### src/hdl/rbd_pkg.sv
`timescale 1ns / 1ps
package rbd_pkg;
  localparam int WINDOW_LEN_DEF  = 8;
  localparam int MAX_WORKERS_DEF = 64;

  localparam logic [2:0] CFG_TARGET   = 3'd0;
  localparam logic [2:0] CFG_HFLOOR   = 3'd1;
  localparam logic [2:0] CFG_CBASE    = 3'd2;
  localparam logic [2:0] CFG_CCAP     = 3'd3;
  localparam logic [2:0] CFG_DECAY    = 3'd4;
  localparam logic [2:0] CFG_SPERCENT = 3'd5;
  localparam logic [2:0] CFG_SFLOOR   = 3'd6;
  localparam logic [2:0] CFG_EMULT    = 3'd7;

  localparam logic [1:0] CAUSE_NONE     = 2'd0;
  localparam logic [1:0] CAUSE_SYSTEMIC = 2'd1;
  localparam logic [1:0] CAUSE_EPOCH    = 2'd2;

  // controller to datapath
  typedef struct packed {
    logic load;    // capture word, update window, start sum
    logic sum_en;  // accumulate one window slot
    logic prep;    // health, thresholds
    logic decay;   // one halving step
    logic fin;     // pause decision, spawn, result
  } rbd_cmd_t;

  // datapath to controller
  typedef struct packed {
    logic sum_last;
    logic decay_more;
  } rbd_sts_t;
endpackage

### src/hdl/rbd_ctrl.sv
`timescale 1ns / 1ps
module rbd_ctrl (
  input  logic            clk,
  input  logic            rst_n,
  input  logic            in_valid,
  output logic            in_ready,
  output logic            out_valid,
  input  logic            out_ready,
  output rbd_pkg::rbd_cmd_t cmd,
  input  rbd_pkg::rbd_sts_t sts
);
  import rbd_pkg::*;

  localparam logic [2:0] S_IDLE  = 3'd0;
  localparam logic [2:0] S_SUM   = 3'd1;
  localparam logic [2:0] S_PREP  = 3'd2;
  localparam logic [2:0] S_DECAY = 3'd3;
  localparam logic [2:0] S_FIN   = 3'd4;

  logic [2:0] state_r, state_nxt;
  logic       ovalid_r, ovalid_nxt;

  // a new word is taken whenever the sequencer is idle
  assign in_ready  = (state_r == S_IDLE);
  assign out_valid = ovalid_r;

  always_comb begin
    state_nxt  = state_r;
    ovalid_nxt = ovalid_r && !out_ready;
    cmd        = '0;
    unique case (state_r)
      S_IDLE: begin
        if (in_valid && in_ready) begin
          cmd.load  = 1'b1;
          state_nxt = S_SUM;
        end
      end
      S_SUM: begin
        cmd.sum_en = 1'b1;
        if (sts.sum_last) state_nxt = S_PREP;
      end
      S_PREP: begin
        cmd.prep  = 1'b1;
        state_nxt = S_DECAY;
      end
      S_DECAY: begin
        if (sts.decay_more) cmd.decay = 1'b1;
        else state_nxt = S_FIN;
      end
      S_FIN: begin
        // final step waits until the output register is free
        if (!ovalid_r || out_ready) begin
          cmd.fin    = 1'b1;
          ovalid_nxt = 1'b1;
          state_nxt  = S_IDLE;
        end
      end
      default: state_nxt = S_IDLE;
    endcase
  end

  always_ff @(posedge clk) begin
    if (!rst_n) begin
      state_r  <= S_IDLE;
      ovalid_r <= 1'b0;
    end else begin
      state_r  <= state_nxt;
      ovalid_r <= ovalid_nxt;
    end
  end

`ifndef SYNTH
  a_no_accept_busy: assert property (@(posedge clk) disable iff (!rst_n)
    cmd.load |=> !in_ready)
    else $error("accepted word while busy");
  a_fin_valid: assert property (@(posedge clk) disable iff (!rst_n)
    cmd.fin |=> out_valid)
    else $error("result not presented");
  a_hold: assert property (@(posedge clk) disable iff (!rst_n)
    (out_valid && !out_ready) |=> out_valid)
    else $error("result dropped");
`endif
endmodule

### src/hdl/rbd_datapath.sv
`timescale 1ns / 1ps
module rbd_datapath #(
  parameter int WINDOW_LEN  = rbd_pkg::WINDOW_LEN_DEF
) (
  input  logic        clk,
  input  logic        rst_n,
  input  logic        cfg_we,
  input  logic [2:0]  cfg_index,
  input  logic [47:0] cfg_data,
  input  logic [31:0] in_now_seconds,
  input  logic [6:0]  in_new_deaths,
  input  logic [6:0]  in_live_workers,
  input  logic [6:0]  in_launches_in_flight,
  input  logic        in_work_pending,
  input  logic [31:0] in_stall_deaths_total,
  input  logic [47:0] in_throughput_max,
  input  logic        in_abort_set,
  input  logic        in_stop_set,
  input  rbd_pkg::rbd_cmd_t cmd,
  output rbd_pkg::rbd_sts_t sts,
  output logic [6:0]  out_spawn_count,
  output logic        out_probe_launch,
  output logic        out_pausing,
  output logic [1:0]  out_pause_cause,
  output logic        out_abort_transfer,
  output logic [15:0] out_backlog_after
);
  import rbd_pkg::*;

  localparam int WW = (WINDOW_LEN > 1) ? $clog2(WINDOW_LEN) : 1;
  localparam int SW = 8 + $clog2(WINDOW_LEN + 1);

  // configuration
  logic [6:0]  tgt_r, spct_r;
  logic [47:0] hfloor_r;
  logic [15:0] cbase_r, ccap_r, decay_r;
  logic [7:0]  sfloor_r, emult_r;

  always_ff @(posedge clk) begin
    if (!rst_n) begin
      tgt_r <= 7'd4; hfloor_r <= 48'd2097152; cbase_r <= 16'd30; ccap_r <= 16'd600;
      decay_r <= 16'd60; spct_r <= 7'd25; sfloor_r <= 8'd3; emult_r <= 8'd4;
    end else if (cfg_we) begin
      unique case (cfg_index)
        CFG_TARGET:   tgt_r    <= cfg_data[6:0];
        CFG_HFLOOR:   hfloor_r <= cfg_data;
        CFG_CBASE:    cbase_r  <= cfg_data[15:0];
        CFG_CCAP:     ccap_r   <= cfg_data[15:0];
        CFG_DECAY:    decay_r  <= cfg_data[15:0];
        CFG_SPERCENT: spct_r   <= cfg_data[6:0];
        CFG_SFLOOR:   sfloor_r <= cfg_data[7:0];
        CFG_EMULT:    emult_r  <= cfg_data[7:0];
        default: ;
      endcase
    end
  end

  // captured word
  logic [31:0] now_r;
  logic [6:0]  live_r, infl_r;
  logic        pend_r, abt_r, stp_r, hlt_in_r;

  // state
  logic [15:0] owed_r, plen_r, epoch_r;
  logic [31:0] last_r, hstart_r, dmark_r, resume_r;
  logic [7:0]  win_r [WINDOW_LEN];
  logic [WW-1:0] slot_r, sidx_r;
  logic [SW-1:0] sum_r;
  logic        healthy_r, sys_r;
  logic [14:0] sysmin_r;
  logic [14:0] ceil_r;

  // delta of the stall counter, clamped
  logic [31:0] dlt;
  logic [7:0]  dlt8;
  logic [16:0] owed_add;
  logic [13:0] pct_prod;
  logic [27:0] pct_mul;
  logic [14:0] pct_ceil;
  assign dlt      = (in_stall_deaths_total > last_r) ? in_stall_deaths_total - last_r : 32'd0;
  assign dlt8     = (dlt > 32'd255) ? 8'hFF : dlt[7:0];
  assign owed_add = {1'b0, owed_r} + {10'd0, in_new_deaths};
  assign pct_prod = tgt_r * spct_r;
  // divide by 100 rounding up: reciprocal multiply, exact over the product range
  assign pct_mul  = ({14'd0, pct_prod} + 28'd99) * 28'd5243;
  assign pct_ceil = {6'd0, pct_mul[27:19]};

  // decay step condition
  logic        dl_ok;
  assign dl_ok = (now_r >= dmark_r) && ((now_r - dmark_r) >= {16'd0, decay_r});
  assign sts.decay_more = healthy_r && (plen_r > cbase_r) && dl_ok;
  assign sts.sum_last   = (sidx_r == WW'(WINDOW_LEN - 1));

  // final decision
  logic        res_clear, clr_ep, in_p0, enter, in_pause;
  logic [15:0] epoch_eff;
  logic [32:0] rt;
  logic [16:0] pl2;
  logic [6:0]  slots, spawn;
  logic [16:0] ep_add;
  assign res_clear = (now_r >= resume_r) ||
    (healthy_r && hstart_r != 32'd0 && now_r >= hstart_r &&
     (now_r - hstart_r) >= {16'd0, decay_r});
  assign clr_ep    = (resume_r != 32'd0) && res_clear;
  assign epoch_eff = clr_ep ? 16'd0 : epoch_r;
  assign in_p0 = (resume_r != 32'd0) && !res_clear;
  assign enter = !in_p0 && owed_r != 16'd0 &&
                 (sys_r || {1'b0, epoch_eff} >= {2'b0, ceil_r});
  assign in_pause = in_p0 || enter;
  assign rt  = {1'b0, now_r} + {17'd0, plen_r};
  assign pl2 = {plen_r, 1'b0};
  assign slots = tgt_r - live_r;

  always_comb begin
    spawn = 7'd0;
    if (in_pause || abt_r || stp_r) spawn = 7'd0;
    else if (live_r == 7'd0) begin
      if (infl_r == 7'd0 && (owed_r != 16'd0 || pend_r)) spawn = 7'd1;
    end else if (owed_r != 16'd0 && tgt_r > live_r) begin
      spawn = ({9'd0, slots} > owed_r) ? owed_r[6:0] : slots;
    end
  end
  assign ep_add = (enter ? 17'd0 : {1'b0, epoch_eff}) + {10'd0, spawn};

  always_ff @(posedge clk) begin
    if (!rst_n) begin
      owed_r <= '0; plen_r <= '0; last_r <= '0; slot_r <= '0; hstart_r <= '0;
      dmark_r <= '0; resume_r <= '0; epoch_r <= '0;
      for (int i = 0; i < WINDOW_LEN; i++) win_r[i] <= 8'd0;
    end else begin
      if (cmd.load) begin
        now_r <= in_now_seconds; live_r <= in_live_workers;
        infl_r <= in_launches_in_flight; pend_r <= in_work_pending;
        abt_r <= in_abort_set; stp_r <= in_stop_set;
        hlt_in_r <= (hfloor_r != 48'd0) && (in_throughput_max >= hfloor_r);
        owed_r <= owed_add[16] ? 16'hFFFF : owed_add[15:0];
        if (plen_r == 16'd0) plen_r <= cbase_r;
        last_r <= in_stall_deaths_total;
        win_r[slot_r] <= dlt8;
        slot_r <= (slot_r == WW'(WINDOW_LEN - 1)) ? '0 : slot_r + 1'b1;
        sidx_r <= '0;
        sum_r  <= '0;
        sysmin_r <= pct_ceil;
        ceil_r <= 15'(tgt_r * emult_r);
      end
      if (cmd.sum_en) begin
        sum_r  <= sum_r + SW'(win_r[sidx_r]);
        sidx_r <= sidx_r + 1'b1;
      end
      if (cmd.prep) begin
        sys_r <= {{(15 > SW ? 15 - SW : 0){1'b0}}, sum_r} >=
                 ((sysmin_r < {7'd0, sfloor_r}) ? {7'd0, sfloor_r} : sysmin_r);
        healthy_r <= hlt_in_r;
        if (hlt_in_r) begin
          if (hstart_r == 32'd0) begin
            hstart_r <= now_r; dmark_r <= now_r;
          end
        end else hstart_r <= 32'd0;
      end
      if (cmd.decay) begin
        plen_r  <= ((plen_r >> 1) < cbase_r) ? cbase_r : (plen_r >> 1);
        dmark_r <= dmark_r + {16'd0, decay_r};
      end
      if (cmd.fin) begin
        if (enter) begin
          resume_r <= rt[32] ? 32'hFFFF_FFFF : rt[31:0];
          dmark_r  <= now_r;
          hstart_r <= 32'd0;
          plen_r   <= (pl2 > {1'b0, ccap_r}) ? ccap_r : pl2[15:0];
        end else if (clr_ep) begin
          resume_r <= 32'd0;
        end
        epoch_r <= ep_add[16] ? 16'hFFFF : ep_add[15:0];
        owed_r <= owed_r - ((owed_r > {9'd0, spawn}) ? {9'd0, spawn} : owed_r);
        out_spawn_count    <= spawn;
        out_probe_launch   <= (spawn != 7'd0) && (live_r == 7'd0);
        out_pausing        <= in_pause;
        out_pause_cause    <= enter ? (sys_r ? CAUSE_SYSTEMIC : CAUSE_EPOCH) : CAUSE_NONE;
        out_abort_transfer <= (live_r == 7'd0) && (infl_r == 7'd0) && (spawn == 7'd0) &&
                              !in_pause && !abt_r && pend_r;
        out_backlog_after  <= owed_r - ((owed_r > {9'd0, spawn}) ? {9'd0, spawn} : owed_r);
      end
    end
  end

`ifndef SYNTH
  a_cause: assert property (@(posedge clk) disable iff (!rst_n)
    (cmd.fin && enter) |=> out_pausing && out_pause_cause != CAUSE_NONE)
    else $error("pause entry without cause");
  a_nospawn: assert property (@(posedge clk) disable iff (!rst_n)
    (cmd.fin && in_pause) |=> out_spawn_count == 7'd0)
    else $error("spawn during pause");
  a_plen: assert property (@(posedge clk) disable iff (!rst_n)
    cmd.decay |=> plen_r >= cbase_r)
    else $error("pause length below base");
`endif
endmodule

### src/hdl/respawn_backoff_dispatcher.sv
`timescale 1ns / 1ps
// Channel  Dir  Handshake               Word
// in_      in   in_valid / in_ready     one supervisor tick
// out_     out  out_valid / out_ready   one dispatch result
// cfg_     in   cfg_we                  register write, cfg_index selects
//
// A result is registered after its tick passes the states SUM, PREP, DECAY (one
// pause-length halving per step) and FIN; the window sum walks one slot a cycle through one accumulator.
// The next tick is accepted at the edge after the result is registered.
// Synchronous active-low reset clears the sequencer, the window and pause state and restores register defaults.
// An unread result holds in the output register and stalls only the final step.
module respawn_backoff_dispatcher #(
  parameter int WINDOW_LEN  = rbd_pkg::WINDOW_LEN_DEF
) (
  input  logic        clk,
  input  logic        rst_n,
  input  logic        cfg_we,
  input  logic [2:0]  cfg_index,
  input  logic [47:0] cfg_data,
  input  logic        in_valid,
  output logic        in_ready,
  input  logic [31:0] in_now_seconds,
  input  logic [6:0]  in_new_deaths,
  input  logic [6:0]  in_live_workers,
  input  logic [6:0]  in_launches_in_flight,
  input  logic        in_work_pending,
  input  logic [31:0] in_stall_deaths_total,
  input  logic [47:0] in_throughput_max,
  input  logic        in_abort_set,
  input  logic        in_stop_set,
  output logic        out_valid,
  input  logic        out_ready,
  output logic [6:0]  out_spawn_count,
  output logic        out_probe_launch,
  output logic        out_pausing,
  output logic [1:0]  out_pause_cause,
  output logic        out_abort_transfer,
  output logic [15:0] out_backlog_after
);
  import rbd_pkg::*;

  rbd_cmd_t cmd;
  rbd_sts_t sts;

  rbd_ctrl u_ctrl (
    .clk(clk), .rst_n(rst_n), .in_valid(in_valid), .in_ready(in_ready),
    .out_valid(out_valid), .out_ready(out_ready), .cmd(cmd), .sts(sts)
  );

  rbd_datapath #(.WINDOW_LEN(WINDOW_LEN)) u_dp (
    .clk(clk), .rst_n(rst_n), .cfg_we(cfg_we), .cfg_index(cfg_index),
    .cfg_data(cfg_data), .in_now_seconds(in_now_seconds),
    .in_new_deaths(in_new_deaths), .in_live_workers(in_live_workers),
    .in_launches_in_flight(in_launches_in_flight), .in_work_pending(in_work_pending),
    .in_stall_deaths_total(in_stall_deaths_total), .in_throughput_max(in_throughput_max),
    .in_abort_set(in_abort_set), .in_stop_set(in_stop_set), .cmd(cmd), .sts(sts),
    .out_spawn_count(out_spawn_count), .out_probe_launch(out_probe_launch),
    .out_pausing(out_pausing), .out_pause_cause(out_pause_cause),
    .out_abort_transfer(out_abort_transfer), .out_backlog_after(out_backlog_after)
  );
endmodule

### config.mk
export PLATFORM = sky130hd
export DESIGN_NAME = respawn_backoff_dispatcher
export DESIGN_NICKNAME = d
export VERILOG_FILES = /design/src/hdl/rbd_pkg.sv /design/src/hdl/rbd_ctrl.sv /design/src/hdl/rbd_datapath.sv /design/src/hdl/respawn_backoff_dispatcher.sv
export SDC_FILE = /design/constraint.sdc
export NUM_CORES = 2
export LEC_CHECK = 0
export ABC_AREA = 1
export BUFFER_PORTS_ARGS = -buffer_cell sky130_fd_sc_hd__buf_2
export CAP_MARGIN = 25
export CORE_UTILIZATION = 45
export DETAILED_ROUTE_END_ITERATION = 8
export PLACE_DENSITY_LB_ADDON = 0.05
export SKIP_CTS_REPAIR_TIMING = 1
export SKIP_LAST_GASP = 1
export SYNTH_ARGS = -nofsm -noshare
export SYNTH_HDL_FRONTEND = slang
export SYNTH_SLANG_ARGS = --single-unit
### constraint.sdc
create_clock -name clk -period 11.8 [get_ports clk]
set_clock_uncertainty 0.15 [all_clocks]
set_input_delay 2.36 -clock clk [delete_from_list [all_inputs] [get_ports clk]]
set_output_delay 2.36 -clock clk [all_outputs]
set_load 0.02 [all_outputs]
==> flow_results.org <==
** Timing
- Worst-margin pin slew :: 1.000 ns
- Sum of negative setup slack :: 0 ns
- Setup violations remaining at the end of the flow were counted as 0.
- The final max-slew violation count came to 0.
- Fmax :: ~100 MHz
- Final period demand of the worst path :: 9.722 ns
- In this run the tightest slew margin relative to its limit is 32.48%.
- The hold violation count in the final report came to 0.
- In the finished design, the share of the clock period the worst path needs comes to roughly 82%.
- Final setup slack of the worst path :: 2.078 ns
- Setup repair after global routing left no endpoint under its margin.

** Synthesis
- A synthesized cell averages around 7.5 µm².
- In this run, distinct cell masters in the synthesized netlist total 70.
- Number of standard cells after synthesis :: roughly 5600
- Synth top area cells :: ha_1 16%, dfxtp_1 15%, edfxtp_1 13%
- Synth top area share :: 16.08%
- Async set-reset flop share out of synthesis :: 0%
- For this run, the leading register cell type out of synthesis is dfxtp_1.
- Counting every net in the synthesized netlist gives about 6500.
- Netlist Area Pre-Place :: between 40000 and 50000 µm²
- Count of state elements after synthesis :: slightly below 500
- Count of yosys warnings during synthesis :: 0
- Sequential elements use ~28% of the synthesized area.
- Counting flops with a built-in enable in the synthesized netlist gives approximately 180.
- The largest total area in the synthesized netlist belongs to ha_1.

** Global routing
- Pin count of the biggest net entering global routing :: about 110
- The number of global-route vias before repair came to 35210.
- The first global-routing pass estimated 190800 µm of wire.
- Antenna violations before repair :: 10
- In the global route stage, overall resource usage came out at roughly a quarter.
- Final global-route overflow total :: 0

** Die
- I/O Pins :: 222
- From bottom edge to top edge, the die measures just over 300 µm.
- Row count :: approximately 110
- Die area :: approximately 95000 µm²
- Core Footprint :: 92220 µm²
- For this configuration, the core starts out at a cell density of between 40% and 50%.
- Width of the chip :: 307.9 µm

** Critical path
- Crit-path slowest cell :: dfxtp_1
- Worst R2R Setup Slack :: between 2 and 2.5 ns
- In this run the critical register-to-register path is launched from u_dp.tgt_r[4].
- Crit. End Element :: flop
- The largest single stage delay on the critical path is about 0.79 ns.
- Cell family with the largest share of critical-path delay :: adder cells
- The critical path contains buffers and inverters numbering 8 combined.
- Crit path DAT :: around 10 ns
- For the worst flop-to-flop path, the logic depth is 40.
- Critical path fanouts, max :: 17
- Required time of the critical path :: 12.07 ns
- The endpoint identified for the worst register-to-register timing path is u_dp.sysmin_r[8].
- Crit path launch type :: flop
- The critical path is of the reg -> reg type.

** Power and ir drop
- Peak ir drop on the vdd network :: 0.1434 mV
- In this run the power density over the cells is roughly 230 nW/µm².
- Summed over all cells, the static leakage comes to 0.02268 µW.

** Detailed routing
- In the routed layout, each cell is associated on average with a via count of between 5 and 6.
- Final WL :: 119300 µm
- For this run, design rule violations remaining after detail routing come to 0.
- In the final routed layout, each cell accounts on average for approximately 17 µm.
- Number of design-rule violations left by the first detailed-router iteration :: around 2400
- Remaining number of nets flagged by the antenna check after routing :: 0
- The first detailed-routing pass ran for 5 iterations.
- Routed vias :: 36380

** Final layout
- Leaving out fill and tap cells, the most frequent cells in the layout are 1036 x inv_1, 1015 x nand2_1, 541 x ha_1.
- Register cell area after layout :: approximately 12000 µm²
- Area of the multi-input gates :: between 20000 and 30000 µm²
- Post-synthesis to final-layout area growth :: 10.19%
- The layout has slightly above 9000 filler cells.
- Ratio of cells with drive above 1 in the final layout :: ~7.6%
- Count of nets after finishing :: 6633
- The library cell used most frequently in the layout, excluding fill and tap cells, is inv_1.

** Clocking
- Insertion delay to the later sink of the worst-skew pair :: roughly 0.68 ns
- Maximum buffer depth of the clock tree :: 3
- After clock tree synthesis, the clock-pin slew on the worst setup and hold paths is ~0.060 ns.
- The H-tree generated during clock tree synthesis spans 2 levels.
- CTS saw between 400 and 500 sinks.
- TritonCTS clock tree :: done
- CTS placed an instance of clkbuf_16 at the clock tree root.
- Num CTS Buffers :: 60

** Min path
- The path with the worst hold slack has its endpoint at u_dp.last_r[16].
- Hold path startpoint :: u_dp.last_r[16]
- Number of stages on the worst hold path :: 2
- Class of the most critical hold timing path :: reg -> reg

** Place
- Count of port buffers added during placement :: about 220
- Gpl congestion :: between 0.9 and 1
- At the placement stage, the worst setup path has a slack of about 2.1 ns.
- Post-DP HPWL :: about 93000 µm

** Job
- Max-cap violations in this run came to 0.

** Outcome
- Run status :: finished, final reports clean
[metal layers]
layer  GRT usage (%)  share of wire, %
met1           34.17                48
met2           41.90                45
met3           2.755               4.0
met4           8.666               3.2
met5               0             0.011
[cell families (layout without fill, tap and decap cells)]
group                      Yosys count  in the layout  synth area share (%)
buffers and inverters             1217           1425                 11.10
xor gates and xnor gates           188            188                 3.910
other                                0              5                     0
DFF                                495            495                 27.88
and+or+nand+nor                   1787           1787                 18.24
adders and majority gates          675            675                 22.45
AOI/OAI and AO/OA                 1248           1248                 16.42
[Yosys cell counts, types with 10 or more instances]
master and number:
inv_1 1038, nand2_1 1018, ha_1 541, a21oi_1 490, o21ai_0 465, nor2_1 383, dfxtp_1 312, edfxtp_1 183
nand3_1 154, xor2_1 138, fa_1 134, clkbuf_1 131, nand4_1 66, nor3_1 65, a31oi_1 61, xnor2_1 50
o211ai_1 34, o21ai_1 33, nor4_1 31, o2111ai_1 30, o21a_1 21, a211oi_1 20, nand2_2 15, o21bai_1 15
o22ai_1 14, a21o_1 13, inv_2 12, buf_2 10, buf_6 10
[tightest hold or removal path, stage by stage, from the launching register on]
cell	delay [ns]
dfxtp_1	0.29
inv_1	0.06
a21oi_1	0.05
[report_power, final]
| group | leakage (µW) | total, µW | internal, µW | switching [µW] |
|---|---|---|---|---|
| clock network | 0.000991 | 1920 | 1120 | 799 |
| registers | 0.00431 | 2450 | 2170 | 277 |
| logic | 0.0174 | 6290 | 2270 | 4010 |
[state kept, by name (all words and copies together) (netlist names), 32 cells and up, named ones only]
signal	count
u_dp.win_r	64
u_dp.hstart_r	32
u_dp.hfloor_r	48
u_dp.now_r	32
u_dp.last_r	32
u_dp.dmark_r	32
u_dp.resume_r	32
[through the flow]
step | cells | hold slack [ns] | util (%) | power, µW | area, µm²
3_5_place_dp | 6947 | 0.3009 | 48.11 | 8785 | 44370
4_1_cts | 7061 | 0.3100 | 50.30 | 10770 | 46390
5_1_grt | 7065 | 0.3282 | 50.31 | 11770 | 46400
2_1_floorplan | 5610 | 0.2831 | - | 7185 | 42110
6_report | 7066 | 0.3052 | 50.31 | 10660 | 46400
3_3_place_gp | 6940 | 0.2932 | 48.04 | 8702 | 44300
[final cells by class]
cell class	count	share of cell area (%)
Tap cell	1243	3.352
Multi-Input combinational cell	3898	55.44
Sequential cell	495	25.31
Clock inverter	26	0.6175
Inverter	1057	8.562
Antenna cell	5	0.02697
Clock buffer	88	3.727
Timing Repair Buffer	254	2.972
[worst max path at each step]
stage,to,slack [ns],depth (start not counted),startpoint
floorplan,u_dp.sysmin_r[8],2.78,42,u_dp.tgt_r[2]
global placement,u_dp.sysmin_r[8],2.13,40,u_dp.tgt_r[4]
detailed placement,u_dp.sysmin_r[8],2.10,40,u_dp.tgt_r[4]
CTS,u_dp.sysmin_r[8],2.02,40,u_dp.tgt_r[4]
global route,u_dp.owed_r[15],0.96,70,u_dp.now_r[1]
finish,u_dp.sysmin_r[8],2.08,40,u_dp.tgt_r[4]
(Power assumes the default switching activity.)
